--- src/sv/tsp_pkg.sv ---
// ----------------------------------------------------------------------------
// tsp_pkg
// Shared sizes, types and handoff structs of the 3-D tour cost engine.
// ----------------------------------------------------------------------------
package tsp_pkg;

  // Capacity and coordinate precision.
  localparam int MAX_CITIES = 16;
  localparam int COORD_BITS = 32;

  // Fixed widths of the channel fields.
  localparam int IN_W   = 32;
  localparam int TOUR_W = 40;

  // Derived sizes.
  localparam int CITY_W  = $clog2(MAX_CITIES);
  localparam int CNT_W   = $clog2(MAX_CITIES + 1);
  localparam int MASK_W  = MAX_CITIES - 1;
  localparam int EDGE_W  = COORD_BITS + 3;
  localparam int EDGE_AW = 2 * CITY_W;
  localparam int DP_AW   = MASK_W + CITY_W;

  localparam int CITY_DEPTH = 1 << CITY_W;
  localparam int EDGE_DEPTH = 1 << EDGE_AW;
  localparam int DP_DEPTH   = 1 << DP_AW;

  typedef logic signed [IN_W-1:0]       in_coord_t;
  typedef logic signed [COORD_BITS-1:0] coord_t;
  typedef logic [COORD_BITS-1:0]        mag_t;
  typedef logic signed [COORD_BITS:0]   diff_t;
  typedef logic [EDGE_W-1:0]            edge_t;
  typedef logic [TOUR_W-1:0]            tour_t;
  typedef logic [CITY_W-1:0]            city_idx_t;
  typedef logic [CNT_W-1:0]             city_cnt_t;
  typedef logic [MASK_W-1:0]            mask_t;
  typedef logic [EDGE_AW-1:0]           edge_addr_t;
  typedef logic [DP_AW-1:0]             dp_addr_t;

  // Start command for the edge builder and the DP core.
  typedef struct packed {
    logic      start;
    city_cnt_t n;
  } run_ctl_t;

  // Completion report of the DP core.
  typedef struct packed {
    logic  done;
    tour_t cost;
  } dp_stat_t;

endpackage

--- src/sv/tsp_edge_build.sv ---
// ----------------------------------------------------------------------------
// tsp_edge_build
// Sweeps all ordered city pairs and writes the directed edge cost
// |dx| + |dy| + max(0, z_to - z_from) into the edge memory.
// ----------------------------------------------------------------------------
module tsp_edge_build (
  input  logic                 clk_i,
  input  logic                 rst_ni,
  input  tsp_pkg::run_ctl_t    ctl_i,
  output tsp_pkg::city_idx_t   city_raddr_o,
  input  tsp_pkg::coord_t      city_x_i,
  input  tsp_pkg::coord_t      city_y_i,
  input  tsp_pkg::coord_t      city_z_i,
  output logic                 edge_we_o,
  output tsp_pkg::edge_addr_t  edge_waddr_o,
  output tsp_pkg::edge_t       edge_wdata_o,
  output logic                 done_o
);
  import tsp_pkg::*;

  typedef enum logic [1:0] {
    E_IDLE,
    E_RD_A,
    E_SWEEP,
    E_DRAIN
  } state_e;

  state_e     state_q;
  city_idx_t  a_q, b_q;
  city_cnt_t  n_q;
  logic       p0_v_q, s1_v_q, s2_v_q;
  logic       done_q;

  coord_t     ax_q, ay_q, az_q;
  edge_addr_t p0_tag_q, s1_tag_q, s2_tag_q;
  diff_t      s1_dx_q, s1_dy_q, s1_dz_q;
  mag_t       s2_mx_q, s2_my_q, s2_mz_q;

  city_idx_t  last_idx;
  logic       pipe_busy;

  assign last_idx  = city_idx_t'(n_q - 1'b1);
  assign pipe_busy = p0_v_q | s1_v_q | s2_v_q;

  // The source city is read once per row, then each destination once a cycle.
  assign city_raddr_o = (state_q == E_RD_A) ? a_q : b_q;

  // Sequencer over rows (source) and columns (destination).
  always_ff @(posedge clk_i or negedge rst_ni) begin
    if (!rst_ni) begin
      state_q <= E_IDLE;
      a_q     <= '0;
      b_q     <= '0;
      n_q     <= '0;
      p0_v_q  <= 1'b0;
      s1_v_q  <= 1'b0;
      s2_v_q  <= 1'b0;
      done_q  <= 1'b0;
    end else begin
      done_q <= 1'b0;
      p0_v_q <= (state_q == E_SWEEP);
      s1_v_q <= p0_v_q;
      s2_v_q <= s1_v_q;
      case (state_q)
        E_IDLE: begin
          if (ctl_i.start) begin
            n_q     <= ctl_i.n;
            a_q     <= '0;
            state_q <= E_RD_A;
          end
        end
        E_RD_A: begin
          b_q     <= '0;
          state_q <= E_SWEEP;
        end
        E_SWEEP: begin
          if (b_q == last_idx) begin
            if (a_q == last_idx) begin
              state_q <= E_DRAIN;
            end else begin
              a_q     <= a_q + 1'b1;
              state_q <= E_RD_A;
            end
          end else begin
            b_q <= b_q + 1'b1;
          end
        end
        E_DRAIN: begin
          if (!pipe_busy) begin
            done_q  <= 1'b1;
            state_q <= E_IDLE;
          end
        end
        default: state_q <= E_IDLE;
      endcase
    end
  end

  // Cost datapath: differences, then magnitudes, then the three-way sum.
  always_ff @(posedge clk_i) begin
    // The first sweep cycle sees the source city on the read port.
    if (state_q == E_SWEEP && b_q == '0) begin
      ax_q <= city_x_i;
      ay_q <= city_y_i;
      az_q <= city_z_i;
    end
    p0_tag_q <= {a_q, b_q};
    s1_tag_q <= p0_tag_q;
    s2_tag_q <= s1_tag_q;
    s1_dx_q  <= $signed({city_x_i[COORD_BITS-1], city_x_i})
              - $signed({ax_q[COORD_BITS-1], ax_q});
    s1_dy_q  <= $signed({city_y_i[COORD_BITS-1], city_y_i})
              - $signed({ay_q[COORD_BITS-1], ay_q});
    s1_dz_q  <= $signed({city_z_i[COORD_BITS-1], city_z_i})
              - $signed({az_q[COORD_BITS-1], az_q});
    s2_mx_q  <= s1_dx_q[COORD_BITS] ? mag_t'(-s1_dx_q) : mag_t'(s1_dx_q);
    s2_my_q  <= s1_dy_q[COORD_BITS] ? mag_t'(-s1_dy_q) : mag_t'(s1_dy_q);
    // Descending is free.
    s2_mz_q  <= s1_dz_q[COORD_BITS] ? '0 : mag_t'(s1_dz_q);
  end

  assign edge_we_o    = s2_v_q;
  assign edge_waddr_o = s2_tag_q;
  assign edge_wdata_o = edge_t'(s2_mx_q) + edge_t'(s2_my_q) + edge_t'(s2_mz_q);
  assign done_o       = done_q;

endmodule

--- config.mk ---
export PLATFORM = sky130hd
export DESIGN_NAME = tsp_edge_build
export DESIGN_NICKNAME = d
export VERILOG_FILES = /design/src/sv/tsp_pkg.sv /design/src/sv/tsp_edge_build.sv
export SDC_FILE = /design/constraint.sdc
export NUM_CORES = 1
export LEC_CHECK = 0
export BUFFER_PORTS_ARGS = -buffer_cell sky130_fd_sc_hd__buf_2
export CORE_UTILIZATION = 54
export CTS_BUF_LIST = sky130_fd_sc_hd__clkbuf_4 sky130_fd_sc_hd__clkbuf_8 sky130_fd_sc_hd__clkbuf_16
export DETAILED_ROUTE_END_ITERATION = 12
export PLACE_DENSITY = 0.76
export SYNTH_ARGS = -nofsm -noshare
export SYNTH_HDL_FRONTEND = slang
export SYNTH_SLANG_ARGS = --single-unit
--- constraint.sdc ---
create_clock -name clk_i -period 3.6 [get_ports clk_i]
set_input_delay 0.36 -clock clk_i [delete_from_list [all_inputs] [get_ports clk_i]]
set_output_delay 0.36 -clock clk_i [all_outputs]
set_load 0.005 [all_outputs]
Word-level counts from Yosys, hierarchy flattened:

Index checks and enable logic that the tools add are counted.

* register bits after elaboration: 333
* input bits: 104
* output and inout bits: 49
* logic and storage cells: 67

* $add $sub $neg: 10
* equal/unequal tests: 10
* muxes and demuxes: 16
* bitwise operators: 2
* reduce and logical (&&, ||, !) cells: 9

Operators by type and width (number)
* 32-bit by 32-bit subtractor with 33-bit output: 3
* 32-bit two-way mux: 2
* 32-bit negator: 2
* 33-bit by 32-bit adder with 34-bit output: 1
* 32-bit by 32-bit adder with 33-bit output: 1
* 4-bit two-way mux: 5
* 4-bit one-hot mux with 2 select lines: 2
* 2-bit inequality test, second input constant: 5
* 4-bit by 1-bit adder with 4-bit output, second input constant: 2
* 4-bit == test: 2
* 2-bit two-way mux: 4
* 2-bit one-hot mux with 4 select lines: 1
* 2-bit == test, second input constant: 2
* 4-bit logical NOT: 1
* 2-bit AND reduction: 2
* 4-bit AND reduction: 1
* 2-bit nonzero test: 2
* 4-bit by 1-bit subtractor with 4-bit output, second input constant: 1
* 3-bit AND reduction: 1
* 2-bit by 1-bit == test with 1-bit output, second input constant: 1
* 2-bit logical NOT: 1
* 1-bit two-way mux: 2
* 1-bit bitwise OR: 2
* 1-bit logical AND: 1

Logic depth before layout (Yosys ltp):

* depth in word-level cells: 5
* mapped depth: 14

Worst setup path after synthesis:

No wires, ideal clock.

* kind: register to output
* from: register s2_mx_q[1]
* to: output port edge_wdata_o[31]
* data arrival time: 3.296 ns
* data required time: 3.240 ns
* slack: -0.056 ns
* cell stages (with the launch flop): 13
* cells stage by stage: dfxtp_1 fa_1 ha_1 fa_1 a211oi_1 nor2_1 o31ai_1 nand4b_1 a21boi_0 o21ai_0 a221oi_1 o31ai_1 xor2_1

* cells in the longest elaborated chain, start to end: 2

RTL lines
* start, declared: line tsp_edge_build.sv:37 `mag_t s2_mx_q, s2_my_q, s2_mz_q;`
* start signal, assigned: line tsp_edge_build.sv:116 `s2_mx_q <= s1_dx_q[COORD_BITS] ? mag_t'(-s1_dx_q) : mag_t'(s1_dx_q);`
* 32-bit by 32-bit adder with 33-bit output: line tsp_edge_build.sv:124 `assign edge_wdata_o = edge_t'(s2_mx_q) + edge_t'(s2_my_q) + edge_t'(s2_mz_q);`
* 33-bit by 32-bit adder with 34-bit output: line tsp_edge_build.sv:124
* end, declared: line tsp_edge_build.sv:16 `output tsp_pkg::edge_t edge_wdata_o,`

Every way passes these cells.

Final worst setup path:

* from: register s2_mz_q[1]
* to: output port edge_wdata_o[29]

* cells in the longest elaborated chain, start to end: 1

RTL lines
* start, declared: line tsp_edge_build.sv:37
* start signal, assigned: line tsp_edge_build.sv:119 `s2_mz_q <= s1_dz_q[COORD_BITS] ? '0 : mag_t'(s1_dz_q);`
* 33-bit by 32-bit adder with 34-bit output: line tsp_edge_build.sv:124

Every way passes these cells.

==> summary.md <==
| Metric | Value |
|---|---|
| Largest stage delay, worst path | `between 0.5 and 0.6 ns` |
| Post-synth top area share | `0.254` |
| Worst-skew pair later-pin latency | `~0.52 ns` |
| Area of the core | `31500 µm²` |
| Period minus WS final | `4.26 ns` |
| DR vias/cell | `between 5 and 6` |
| Fraction of layout cells with a size suffix above 1 | `0.180` |
| Setup slack after layout | `-0.664 ns` |
| First-pass GRT wire length | `62200 µm` |
| YS warnings | `0` |
| Synth unique cells | `74` |
| Initial DRC Count | `about 760` |
| Max-slew violation count | `0` |
| Number of I/O pins | `approximately 150` |
| Layout Nets | `2171` |
| Seq cells post-synth | `roughly 330` |
| WP data arrival | `3.90 ns` |
| Crit path max-delay family | `adder cells` |
| RSZ-0062 raised after global routing | `true` |
| Worst-path cell chain | `fa_1 > ha_4 > fa_2 > a211oi_2 > nor2_1 > o31ai_1 > buf_4 > o211ai_1 > or3_4 > a31oi_4 > buf_6 > nor2_2 > a31oi_1 > xnor2_1 > buf_2` |
| Max Cap Violations | `0` |
| Slew headroom | `0.284` |
| Htree depth | `2` |
| Total gr overflow | `0` |
| Commonest non-fill, non-tap cell in the layout | `dfxtp_1` |
| Endpoints failing hold | `0` |
| Highest clock rate | `roughly 0.23 GHz` |
| Hold Crit Start | `city_y_i[24]` |
| Initial core utilization | `0.548` |
| WHS Path Cells | `1` |
| Final Cell Area | `about 21000 µm²` |
| R2r startpoint | `ay_q[2]` |
| GP Congestion | `about 0.89` |
| Ys async rst share | `0.0541` |
| Commonest cells after routing, fill and taps aside | `213 x dfxtp_1, 150 x buf_2, 146 x inv_1, 127 x xnor2_1, 123 x ha_1` |
| EDFF count, synth | `96` |
| DPL Wire Length | `28700 µm` |
| Drt first pass iters | `9` |
| Leading area contributor after synthesis | `dfxtp_1` |
| Largest net degree at the start of global routing | `between 50 and 60` |
| Vias in the first global route | `between 10000 and 15000` |
| Drt wl/cell | `approximately 17 µm` |
| Setup Skew | `between 0.01 and 0.015 ns` |
| Critical Path Source Type | `flip-flop` |
| PortBufs | `150` |
| DRC Markers | `2` |
| CTS tree | `built` |
| DIE WIDTH | `181 µm` |
| Status | `complete, but fails checks` |
| Failing checks | `DRC, setup timing` |
| CP Buf/Inv Count | `3` |
| Avg Inst Size Synth | `10.2 µm²` |
| Crit Path Max Fanout | `3` |
| Mapped Cells | `roughly 1700` |
| Final WL | `roughly 39000 µm` |
| FF-to-FF setup slack | `between 0.3 and 0.4 ns` |
| Tightest Pin Transition | `between 1 and 1.5 ns` |
| Worst Path Required | `between 3 and 4 ns` |
| Post-Syn Area | `between 15000 and 20000 µm²` |
| End of the worst hold path | `ay_q[24]` |
| Synth area leaders | `dfxtp_1 25%, edfxtp_1 17%, ha_1 9.7%` |
| Final setup viols | `18` |
| Crit path kind | `flip-flop to primary output` |
| # diodes | `0` |
| Placed standard-cell area | `18600 µm²` |
| Total Die Area | `about 33000 µm²` |
| Initial antenna violation count | `0` |
| Syn Nets | `around 2000` |
| Synth Flop Type | `dfxtp_1` |
| Tcrit/Tclk final | `1.18` |
| Clock root buffer | `clkbuf_16` |
| Cell at the slowest stage of the critical path | `fa_1` |
| Reg2reg end | `s1_dy_q[26]` |
| ANT nets after route | `0` |
| Total Routing Usage GR | `0.236` |
| Via Count | `about 13000` |
| Worst-path clk slew | `around 0.06 ns` |
| Num Clock Sinks | `333` |
| Die height | `181 µm` |
| Layout area overhead | `19.1%` |
| Rows | `65` |
| Max Buffers Root-to-Sink | `3` |
| Crit. End Element | `primary output` |
| Seq/Total Area, Yosys | `0.448` |
| Hold Crit Class | `input pin to flip-flop` |
| Total CTS buffers | `37` |
| Worst r2r path cells | `11` |
==> worst max-delay path by stage <==
stage / start / to / slack (ns) / cells after the start
2_1_floorplan: s2_mx_q[1] / edge_wdata_o[33] / 0.02 / 12
3_3_place_gp: s2_mx_q[1] / edge_wdata_o[33] / -0.19 / 14
3_5_place_dp: s2_mx_q[1] / edge_wdata_o[33] / -0.32 / 14
4_1_cts: s2_mx_q[1] / edge_wdata_o[29] / -0.56 / 15
5_1_grt: s2_mz_q[1] / edge_wdata_o[29] / -0.81 / 15
6_report: s2_mz_q[1] / edge_wdata_o[29] / -0.66 / 15
==> flip-flops by register name, indices dropped and copies added (netlist names), 2 cells and up <==
signal and cells:
n_q 4, s1_dz_q 33, state_q 2, s1_dy_q 33
ay_q 32, s1_dx_q 33, s1_tag_q 8, s2_my_q 32
a_q 4, b_q 4, p0_tag_q 8, az_q 32
edge_waddr_o 8, s2_mz_q 32, ax_q 32, s2_mx_q 32
==> timing repair <==
item                                   4_1_cts  5_1_grt
resized for setup                           60       36
setup buffers                               10        9
cloned                                       0        0
pin swaps                                   39       36
setup endpoints to repair                   22       22
hold buffers                                 1        0
endpoints found under the hold margin       18        0
==> cell usage after synthesis (3+ instances only) <==
library cell and n:
nor4_1 4, a31o_2 4, nor2b_1 56, a21boi_0 6, nand2b_1 31, and4_1 4, nor2_1 82, o21ai_0 104
a21oi_1 116, or3_1 16, o211ai_1 3, o21bai_1 19, o21a_1 23, nand3_1 20, and2_1 8, and3_1 13
nor3b_1 4, o31ai_1 19, nand4_1 22, or2_2 3, mux2_2 6, or4_1 5, edfxtp_1 96, o31a_1 3
fa_1 36, clkbuf_1 33, o41ai_1 10, ha_1 133, nor3_1 19, xnor2_1 134, nand2_1 95, a221oi_1 4
inv_1 146, a211oi_1 19, dfxtp_1 219, xor2_1 44, a21o_1 56, buf_1 3, a31oi_1 13, dfrtp_1 18
a2111oi_0 4
==> kinds of logic after synthesis <==
group / count (synthesis) / share of synthesized area
AOI/OAI and AO/OA: 437 / 0.163
other: 1 / 0.000217
and+or+nand+nor: 390 / 0.116
DFF: 333 / 0.448
muxes: 7 / 0.00450
xor gates and xnor gates: 178 / 0.0904
buffers and inverters: 183 / 0.0401
adders and majority gates: 169 / 0.138
==> per-layer routing <==
layer,vias up,part of all wire,GRT usage
met5,-,0,0
met4,0,0.026,0.0742
met3,55,0.048,0.0296
met2,296,0.44,0.371
met1,6046,0.48,0.338
li1,6375,-,-
==> final cells by class <==
class                      instances  area, µm²
fill                            2540      10900
timing repair buffer             198       1160
sequential                       333       7720
inverter                         146        548
tap                              402        503
clock buffer                      56       1180
multi-input combinational       1182       9320
clock inverter                    11       92.6
==> per-stage QoR <==
step	setup WS, ns	utilization	std cells	hold WS, ns	TNS [ns]
floorplan	0.0228	-	1698	0.0644	0
global route	-0.808	0.652	2328	0.0175	-8.30
global placement	-0.190	0.592	2246	0.305	-0.819
finish	-0.664	0.652	2328	0.0350	-5.37
CTS	-0.561	0.645	2321	0.0166	-4.42
detailed placement	-0.318	0.592	2246	0.308	-1.43
Power is left out: the tool's default activity adds up to more than one toggle a clock period on the data nets, which glitch-free logic cannot reach.
