`src/sv/tsp_ram.sv`:
```
// ----------------------------------------------------------------------------
// tsp_ram
// Generic single-write, single-read synchronous RAM with registered read data.
// ----------------------------------------------------------------------------
module tsp_ram #(
  parameter int WIDTH = 8,
  parameter int DEPTH = 16
) (
  input  logic                     clk_i,
  input  logic                     we_i,
  input  logic [$clog2(DEPTH)-1:0] waddr_i,
  input  logic [WIDTH-1:0]         wdata_i,
  input  logic [$clog2(DEPTH)-1:0] raddr_i,
  output logic [WIDTH-1:0]         rdata_o
);

  logic [WIDTH-1:0] mem_q [DEPTH];
  logic [WIDTH-1:0] rdata_q;

  // Write port and registered read port.
  always_ff @(posedge clk_i) begin
    if (we_i) begin
      mem_q[waddr_i] <= wdata_i;
    end
    rdata_q <= mem_q[raddr_i];
  end

  assign rdata_o = rdata_q;

endmodule

```
`config.mk`:
```
export PLATFORM = sky130hd
export DESIGN_NAME = tsp_ram
export DESIGN_NICKNAME = d
export VERILOG_FILES = /design/src/sv/tsp_ram.sv
export SDC_FILE = /design/constraint.sdc
export NUM_CORES = 1
export LEC_CHECK = 0
export ABC_AREA = 1
export BUFFER_PORTS_ARGS = -buffer_cell sky130_fd_sc_hd__buf_2
export CAP_MARGIN = 10
export CORE_MARGIN = 2
export CORE_UTILIZATION = 42
export DETAILED_ROUTE_END_ITERATION = 6
export SYNTH_ARGS = -nofsm -noshare
export SYNTH_HDL_FRONTEND = slang
export SYNTH_SLANG_ARGS = --single-unit
```
`constraint.sdc`:
```
create_clock -name clk_i -period 1 [get_ports clk_i]
set_input_delay 0.05 -clock clk_i [delete_from_list [all_inputs] [get_ports clk_i]]
set_output_delay 0.05 -clock clk_i [all_outputs]
set_load 0.02 [all_outputs]
```
# After elaboration in Yosys (flattened, before gate mapping)
# Memory sizes are Yosys's and may differ from the RTL's. A register that Yosys moved wholly into a read port is not among the register bits.
# Cells that the tools add are included.
# totals
mem_bits_ro	0
latchBits	0
n_memories	1
ramBits	128
wordCells	3
reg_bits	0
# mem_list
name	depth	width	rd	rd_clocked_by_memory_dff	write_ports	line	text
mem_q	16	8	1	1	1	17	logic [WIDTH-1:0] mem_q [DEPTH];
# classes
order_cmp	0
eq_ne	0
n_mux	2
shift	0
bitwise	0
reduce_logical	0
n_addsub	0
n_mul	0
div_mod_pow	0
# ops
op	n
1-bit two-way mux	2

# Logic depth before layout (Yosys ltp)
# Gate-level depths: netlist of the first run.
# depth
depth_word	2
ltp_mapped	8

# Worst setup path after synthesis of the first run
# No wires, ideal clock.
# synth_timing
kind	input to register
from	in waddr_i[3]
to	mem mem_q[4][0], enable pin
slack_ns	-0.001
t_required_ns	0.630
path_stages	2
arrival_time_ns	0.631
path_cell_list	nand3b_1 nor2_1
# synth_rtl
element	line	text
from (decl)	11	input logic [$clog2(DEPTH)-1:0] waddr_i,
to (decl)	17	
# No word-level cell before the write port.

# Final worst setup path of the first run
# layout_timing
from	reg rdata_q[5], in the netlist rdata_o[5] (read register of mem_q)
to	out rdata_o[5]
# layout_rtl
element	line	text
from (decl)	18	logic [WIDTH-1:0] rdata_q;
to (decl)	14	output logic [WIDTH-1:0] rdata_o
# No word-level cell between the ends.

==> results of run 1 <==
[final timing paths]
path	start	endpoint	slack, ps	depth (start not counted)
min	wdata_i[4]	mem_q[4][4]	30	1
max	rdata_o[5]	rdata_o[5]	30	1
max reg2reg	mem_q[15][3]	rdata_o[3]	40	6
min reg2reg	mem_q[12][2]	rdata_o[2]	660	6
[report_power, final]
part | switching (mW) | internal, mW
clock network | 2.10 | 3.19
logic | 0.595 | 0.301
registers | 0.0431 | 6.38
[placed cells by master, fill, tap and decap left out]
cell / synthesis / routed
dfxtp_1: 8 / 5
inv_2: 2 / 2
clkbuf_1: 0 / 8
clkbuf_16: 0 / 17
nor2_1: 17 / 17
buf_4: 4 / 28
nand3_2: 0 / 21
clkinv_1: 0 / 1
dfxtp_2: 0 / 3
nand3b_1: 2 / 2
clkinv_2: 0 / 5
clkbuf_8: 0 / 1
inv_1: 100 / 100
buf_12: 0 / 7
buf_2: 13 / 22
edfxtp_1: 128 / 128
nand2_1: 173 / 171
nand3_1: 97 / 76
nand2_2: 0 / 2
[per-layer routing]
| layer | GRT usage, % | up-vias | part of all wire, % |
|---|---|---|---|
| li1 | - | 1876 | - |
| met1 | 24.5 | 1800 | 44 |
| met2 | 28.7 | 77 | 50 |
| met3 | 4.18 | 12 | 4.6 |
| met4 | 8.91 | 0 | 1.5 |
| met5 | 0 | - | 0 |
[final cells by class]
| class | instances | area [sq um] |
|---|---|---|
| Timing Repair Buffer | 57 | 460 |
| Inverter | 102 | 383 |
| Tap cell | 176 | 220 |
| Clock buffer | 26 | 469 |
| Multi-Input combinational cell | 289 | 1320 |
| Clock inverter | 6 | 28.8 |
| Sequential cell | 136 | 4010 |
| Fill cell | 1226 | 6450 |
[through the flow]
stage | worst slack (ps) | util [%] | total power, mW | hold slack, ps | TNS (ps)
floorplan | -0.845 | - | 7.02 | 149 | -54.0
global placement | -105 | 47.0 | 7.37 | 464 | -2910
detailed placement | -119 | 47.0 | 7.39 | 469 | -4930
CTS | 5.06 | 50.9 | 12.7 | 24.8 | 0
finish | 26.9 | 51.6 | 12.6 | 30.6 | 0
global route | -42.2 | 51.6 | 13.0 | 29.2 | -57.6
[cell usage after synthesis (all sizes together)]
cell,count
nand2,173
edfxtp,128
inv,102
nand3,97
buf,24
nor2,17
dfxtp,8
nand3b,2
[cells by family (layout without fill, tap and decap cells)]
kind of cell | count (synthesis) | count (layout) | share of synthesized area, %
buffers and inverters | 126 | 191 | 9.52
flip-flops | 136 | 136 | 69.4
AND/OR/NAND/NOR | 289 | 289 | 21.0
[sequential cells by signal (all words and copies together) (netlist names)]
name and count:
rdata_o 8, mem_q 128
[repair_timing]
item | CTS | global route
pin swaps | 0 | 11
setup endpoints to repair | 4 | 7
cloned | 0 | 0
resized for setup | 8 | 21
==> impl_metrics.tcl, run 1 <==
set metrics [dict create \
    ctsHoldBuffers 0 \
    grt_max_degree 65 \
    finClkSkew_ps 8.79 \
    clkTransAtPathRegs_ps 50 \
    place_inst 760 \
    die-area_sq_um 14700 \
    hpwl_microns 7980 \
    clk_latency_ps 420 \
    fmax_mhz 1030 \
    placed_cell_area_sq_um 6270 \
    stdcell_count 792 \
    cts_tree "built" \
    drive_above_1_share_pct 17.5 \
    min_period_ps 973 \
    htree_num_levels 4 \
    end_kind "output port" \
    area_delta_synth_final_pct 19.5 \
    path_delay_family "flip-flops" \
    drt-total-wl_microns 12500 \
    cpMaxStageDelayCell "dfxtp_2" \
    powerDensity_nw_per_um2 1830 \
    maxSlewViolCount 0 \
    cp_num_buf_inv 1 \
    synthCells 551 \
    status "finished clean" \
    stdcell_area_sq_um 6890 \
    initial_core_util_pct 43.2 \
    die_h_microns 121 \
    synth_top_area_share_pct 66.7 \
    core_sq_um 13300 \
    dr.pass1.iters 5 \
    clockRootBuffer "clkbuf_16" \
    netlist-cell-type-count 12 \
    ir_drop_v 0.00119 \
    rsz0062_at_grt "true" \
    hold_viol_final 0 \
    cp.required_ps 950 \
    diodes 0 \
    crit_arrival_ps 920 \
    cap_violations 0 \
    synth-seq-cells 136 \
    gp_congestion 0.868 \
    portBuffers 25 \
    grt_pass1_wl_microns 19500 \
    grtUsageTotal_pct 18.4 \
    tightest_slew_ps 336 \
    worstPathMaxFanout 1 \
    drc_errors 0 \
    placementRows 42 \
    fin_crit_sh_pct 97.3 \
    yosysTopAreaCell "edfxtp_1" \
    synth_area_sq_um 5770 \
    ys_seq_area_share_pct 69.4 \
    synth_area_per_cell_sq_um 10.5 \
    cts_buffers 17 \
    drt_iter0_markers 303 \
    syn_nets 569 \
    crit_type "reg -> out" \
    ys_warn_count 0 \
    final_nets 621 \
    cts_setup_buffers 0 \
    crit_chain "buf_4" \
    ios 26 \
    numClockSinks 136 \
    cp-start-kind "flop" \
    die_x_microns 121 \
    clockBufferDepth 2 \
    viasPerCell 4.75 \
    critPathMaxStageDelay_ps 360 \
    slew_headroom_pct 77.6 \
    grt_remaining_overflow 0 \
    worstHoldPathType "in -> reg" \
    p_leak_nw 3.01 \
    setup_viol 0 \
    synthTopCellsByArea "edfxtp_1 (67%), nand2_1 (11%), nand3_1 (8.4%)" \
    wl_per_cell_microns 15.7 \
    vias 3765 \
    ant_nets 0 \
    antenna_found_initial 0 \
    first_global_vias 3695 \
]
(Power assumes the default switching activity.)
==> run 2, diff against run 1 <==
--- a/config.mk
+++ b/config.mk
@@ -5,7 +5,6 @@
 export SDC_FILE = /design/constraint.sdc
 export NUM_CORES = 1
 export LEC_CHECK = 0
-export ABC_AREA = 1
 export BUFFER_PORTS_ARGS = -buffer_cell sky130_fd_sc_hd__buf_2
 export CAP_MARGIN = 10
 export CORE_MARGIN = 2
==> run 2 against run 1 <==
  * The run now ends with setup timing left
  * Worst hold slack got worse by 6.2 ps
  * Critical endpoint is now rdata_o[2]
  * Highest routed layer is now met5
  * Sequential cell count unchanged
  * Total power increased by 9.5%
  * Synthesized area decreased by 11%
  * Non-clock buffer count increased by 5
  * Wire length decreased by 19%
  * Synthesized cell count decreased by 58%
  * Register-to-register slack got worse by 330 ps
==> impl_metrics.tcl, run 2 <==
set metrics [dict create \
    drive_above_1_share_pct 46.6 \
    synth_top_family_by_area "multiplexers" \
    die_h_microns 115 \
    synth_top_area_share_pct 74.7 \
    async_reset_ff_share_pct 0 \
    timing.reg2reg.setup_slack_ps -290 \
    area_delta_synth_final_pct 26.9 \
    yosys.area_share.simple_pct 3.18 \
    synthTopCellsByArea "edfxtp_1 (75%), mux4_2 (7.9%), mux4_1 (7.1%)" \
    core_sq_um 12000 \
    p_leak_nw 2.20 \
    wl_per_cell_microns 21.9 \
    diodes 0 \
    slew_headroom_pct 31.2 \
    antenna_found_initial 1 \
    placementRows 40 \
    gp_congestion 0.729 \
    powerDensity_nw_per_um2 2110 \
    status "finished, violations left" \
    synth_compound_area_share_pct 2.33 \
    worstHoldPathType "in -> reg" \
    drt_iter0_markers 225 \
    hold_ws_ps 24.3 \
    synth_most_common_cell "edfxtp_1" \
    portBuffers 25 \
    fmax_mhz 776 \
    synth_area_per_cell_sq_um 22.5 \
    regMostFlops "mem_q" \
    htree_num_levels 4 \
    crit_type "reg -> reg" \
    crit_start "mem_q[10][2]" \
    worstRegToRegCells 3 \
    synth_area_sq_um 5150 \
    reg2reg_from "mem_q[10][2]" \
    first_global_vias 2581 \
    synthAdderAreaFrac_pct 0 \
    grt_remaining_overflow 0 \
    clkTransAtPathRegs_ps 60 \
    initial_core_util_pct 42.9 \
    grt_pass1_wl_microns 15200 \
    synth_xor_area_share_pct 0 \
    synth-seq-cells 136 \
    ys.flop_type "edfxtp_1" \
    synth_commonest_cells "edfxtp_1 (128), mux4_2 (18), a22oi_1 (16)" \
    hpwl_microns 6320 \
    stdcell_area_sq_um 6530 \
    ir_drop_v 0.00112 \
    tightest_slew_ps 1030 \
    hold_viol_final 0 \
    post-place-ws_ps -536 \
    grt_max_degree 18 \
    post-route-util_pct 54.4 \
    die-area_sq_um 13200 \
    yosysTopAreaCell "edfxtp_1" \
    violations "setup timing" \
    cts_buffers 17 \
    cts_tree "built" \
    final_nets 318 \
    setup_viol 8 \
    synth_mux_area_share_pct 15.0 \
    ys_seq_area_share_pct 77.8 \
    maxSlewViolCount 0 \
    placed_cell_area_sq_um 5850 \
    cap_violations 0 \
    worstPathMaxFanout 1 \
    clockRootBuffer "clkbuf_16" \
    syn_nets 247 \
    vias 2460 \
    grtUsageTotal_pct 16.8 \
    synthCells 229 \
    synth_edf_count 128 \
    netlist-cell-type-count 19 \
    ys_warn_count 0 \
    rsz0062_at_grt "true" \
    fin_crit_sh_pct 129 \
    finClkSkew_ps 7.62 \
    largest_register_ffs 128 \
    crit_arrival_ps 1570 \
    numClockSinks 136 \
    final_common_cell "edfxtp_1" \
    clockBufferDepth 2 \
    r2r-end "rdata_o[2]" \
    min_period_ps 1290 \
    drt-total-wl_microns 10100 \
    dr.pass1.iters 4 \
    final_cell_mix "edfxtp_1 (128), mux4_2 (30), buf_4 (26)" \
    clk_latency_ps 400 \
    viasPerCell 5.35 \
    cts_setup_buffers 0 \
    cp-endpoint "rdata_o[2]" \
    cp-start-kind "flop" \
    ant_nets 0 \
    ios 26 \
    end_kind "flop" \
    finalWorstSetupSlack_ps -289 \
    drc_errors 0 \
    die_x_microns 115 \
    cp.required_ps 1280 \
]
[run 2: cell count changes in the layout (fill, tap and decap cells not counted), sizes merged, moves of 2 or more]
cell / previous run / this run
nor2: 17 / 13
a22oi: 0 / 16
nand3: 97 / 1
nand2b: 0 / 2
clkbuf: 26 / 18
inv: 102 / 1
bufinv: 0 / 5
clkinvlp: 0 / 3
mux4: 0 / 32
nor3: 0 / 4
buf: 57 / 62
nand2: 173 / 9
[run 2: report_power, final]
part	switching (mW)	internal [mW]	total, mW
registers	0.0386	6.38	6.41
logic	0.415	0.353	0.768
clock network	2.23	4.40	6.63
total	2.69	11.1	13.8
[run 2: final cells by class]
class	count	area, sq um
Fill cell	928	5480
Sequential cell	136	4010
Multi-Input combinational cell	83	1130
Timing Repair Buffer	62	586
Clock buffer	18	429
Clock inverter	14	204
Tap cell	147	184
[run 2: critical path: stages (launching register included)]
cell and delay [ps]:
edfxtp_1 380, mux4_2 490, a22oi_2 210, nand2_1 90
[run 2: cell families after synthesis]
family,Yosys count
AO/OA/AOI/OAI,16
AND/OR/NAND/NOR,35
buffers and inverters,10
multiplexers,32
flip-flops,136
[run 2: worst min path at each step]
stage                    start     endpoint  cells past startpoint
floorplan           wdata_i[0]  mem_q[0][0]                      0
CTS                 wdata_i[4]  mem_q[2][4]                      1
global placement    wdata_i[4]  mem_q[3][4]                      1
finish              wdata_i[4]  mem_q[2][4]                      1
detailed placement  wdata_i[4]  mem_q[3][4]                      1
global route        wdata_i[4]  mem_q[5][4]                      1
[run 2: stage by stage]
| step | power, mW | std cells | TNS (ps) |
|---|---|---|---|
| floorplan | 6.92 | 229 | -4440 |
| global placement | 7.26 | 428 | -23940 |
| detailed placement | 7.28 | 428 | -25910 |
| CTS | 13.9 | 460 | -2020 |
| global route | 14.3 | 460 | -2290 |
| finish | 13.8 | 460 | -1910 |
[run 2: what timing repair did]
item | 4_1_cts | 5_1_grt
pin swaps | 5 | 1
setup endpoints to repair | 9 | 11
resized for setup | 9 | 7
hold buffers | 0 | 0
[run 2: per-layer routing]
metal | vias to the layer above | GRT usage [%] | wire length, microns
li1 | 1107 | - | -
met5 | - | 0 | 13
met4 | 2 | 5.54 | 127
met3 | 13 | 5.77 | 554
met2 | 62 | 26.9 | 4990
met1 | 1276 | 21.8 | 4390
==> run 3, diff against run 2 <==
==> constraint.sdc (replaced) <==
create_clock -name clk_i -period 1 [get_ports clk_i]
set_input_delay 0.3 -clock clk_i [delete_from_list [all_inputs] [get_ports clk_i]]
set_output_delay 0.3 -clock clk_i [all_outputs]
set_load 0.02 [all_outputs]
==> run 3 against run 2 <==
  * The run still ends with setup timing left
  * Final cell count grew 2.2%
  * Core utilization up 2.7 points
  * Final area grew 4.9%
  * Via count increased by 3.3%
  * Register-to-register slack improved by 20 ps
  * Count of clock-buffer cells in the layout is 2 higher
  * Non-clock buffer count up 10
  * Combinational power increased by 17%
==> impl_metrics.tcl, run 3 (synthesis results as in run 2) <==
set metrics [dict create \
    status "finished, violations left" \
    violations "setup timing" \
    post-place-ws_ps -783 \
    maxSlewViolCount 0 \
    placed_cell_area_sq_um 6000 \
    finClkSkew_ps 4.50 \
    cpMaxStageDelayCell "mux4_2" \
    stdcell_count 470 \
    clk_latency_ps 410 \
    portBuffers 25 \
    viasPerCell 5.41 \
    p_int_mw 11.1 \
    setup_viol 64 \
    antenna_found_initial 0 \
    cts_buffers 17 \
    diodes 0 \
    die_h_microns 115 \
    numClockSinks 136 \
    drc_errors 0 \
    clkTransAtPathRegs_ps 60 \
    core_sq_um 12000 \
    p_seq_share_pct 46.4 \
    tightest_slew_ps 944 \
    fin_crit_sh_pct 127 \
    cts_tree "built" \
    cp-start-kind "flop" \
    end_kind "flop" \
    worstHoldPathType "in -> reg" \
    initial_core_util_pct 42.9 \
    drt_iter0_markers 174 \
    drive_above_1_share_pct 52.9 \
    clkPwrFrac_pct 47.2 \
    critPathMaxStageDelay_ps 490 \
    largest_register_ffs 128 \
    die-area_sq_um 13200 \
    crit_arrival_ps 1570 \
    worstPathMaxFanout 1 \
    post-route-util_pct 57.1 \
    drt-total-wl_microns 10500 \
    cp.required_ps 1300 \
    grt_max_degree 21 \
    first_global_vias 2748 \
    p_switching_mw 2.76 \
    ant_nets 0 \
    regMostFlops "mem_q" \
    gp_congestion 0.719 \
    final_cell_mix "edfxtp_1 (128), mux4_2 (32), buf_6 (19), buf_4 (19), buf_12 (18)" \
    die_x_microns 115 \
    powerDensity_nw_per_um2 2030 \
    htree_num_levels 4 \
    ctsHoldBuffers 0 \
    dr.pass1.iters 4 \
    hpwl_microns 6940 \
    cap_violations 0 \
    grtUsageTotal_pct 17.6 \
    wl_per_cell_microns 22.3 \
    vias 2542 \
    grt_pass1_wl_microns 16000 \
    slew_headroom_pct 36.9 \
    p_leak_nw 2.30 \
    ir_drop_v 0.00134 \
    switching_share_pct 19.9 \
    area_delta_synth_final_pct 33.2 \
    crit_chain "mux4_2 -> a22oi_2 -> nand2_1" \
    hold_viol_final 0 \
    min_period_ps 1270 \
    fmax_mhz 787 \
    crit_type "reg -> reg" \
    clockBufferDepth 2 \
    rsz0062_at_grt "true" \
    hold_ws_ps 272 \
    comb_power_share_pct 6.5 \
    finalWorstSetupSlack_ps -271 \
    ios 26 \
    grt_remaining_overflow 0 \
    final_common_cell "edfxtp_1" \
    final_nets 328 \
    stdcell_area_sq_um 6850 \
    clockRootBuffer "clkbuf_16" \
    place_inst 435 \
    placementRows 40 \
]
==> run 3: changes by cell type in the layout (fill, tap and decap cells not counted), moves of 3 or more <==
cell     change
buf_12       +4
buf_2        -7
buf_4        -7
buf_6       +19
dfxtp_1      -6
dfxtp_2      +6
nor2_1       -3
nor2_2       -9
nor2_4      +12
==> run 3: cell type report <==
class                           count  area, sq um
Timing Repair Buffer               72          807
Clock buffer                       20          457
Clock inverter                     12          174
Sequential cell                   136         4010
Multi-Input combinational cell     83         1220
Fill cell                         867         5160
Tap cell                          147          184
==> run 3: worst max-delay path: cells and delay by family, from the launching register on <==
family             cells  cell delay [ps]
AOI/OAI and AO/OA      1              230
muxes                  1              490
and+or+nand+nor        1               70
DFF                    1              370
==> run 3: power groups by stage <==
stage / Sequential (mW) / Clock (mW) / Combinational [mW]
3_5_place_dp: 6.53 / 0 / 0.804
4_1_cts: 6.44 / 6.62 / 0.888
6_report: 6.43 / 6.54 / 0.901
2_1_floorplan: 6.57 / 0 / 0.385
5_1_grt: 6.44 / 6.85 / 0.962
3_3_place_gp: 6.53 / 0 / 0.791
==> run 3: stage by stage <==
stage / power (mW) / setup TNS [ps]
after floorplan: 6.95 / -30870
after global placement: 7.32 / -58230
after detailed placement: 7.34 / -60400
after CTS: 13.9 / -4650
after global routing: 14.3 / -7670
final: 13.9 / -6850
==> run 3: path summary, 6_finish.rpt <==
check	start	to	slack [ps]	cells after the start
hold reg to reg	mem_q[14][1]	rdata_o[1]	670	3
hold / removal	wdata_i[1]	mem_q[10][1]	270	1
setup reg to reg	mem_q[2][0]	rdata_o[0]	-270	3
setup / recovery	mem_q[2][0]	rdata_o[0]	-270	3
==> run 3: layer usage <==
metal  GRT usage [%]  wire length, microns
met4            6.10                   138
met3            5.66                   499
met2            28.1                  5240
met1            23.2                  4580
met5               0                     0
==> run 3: repair_timing <==
action	4_1_cts	5_1_grt
pin swaps	10	5
setup endpoints to repair	85	70
gates resized for setup	43	9
setup buffers	1	3
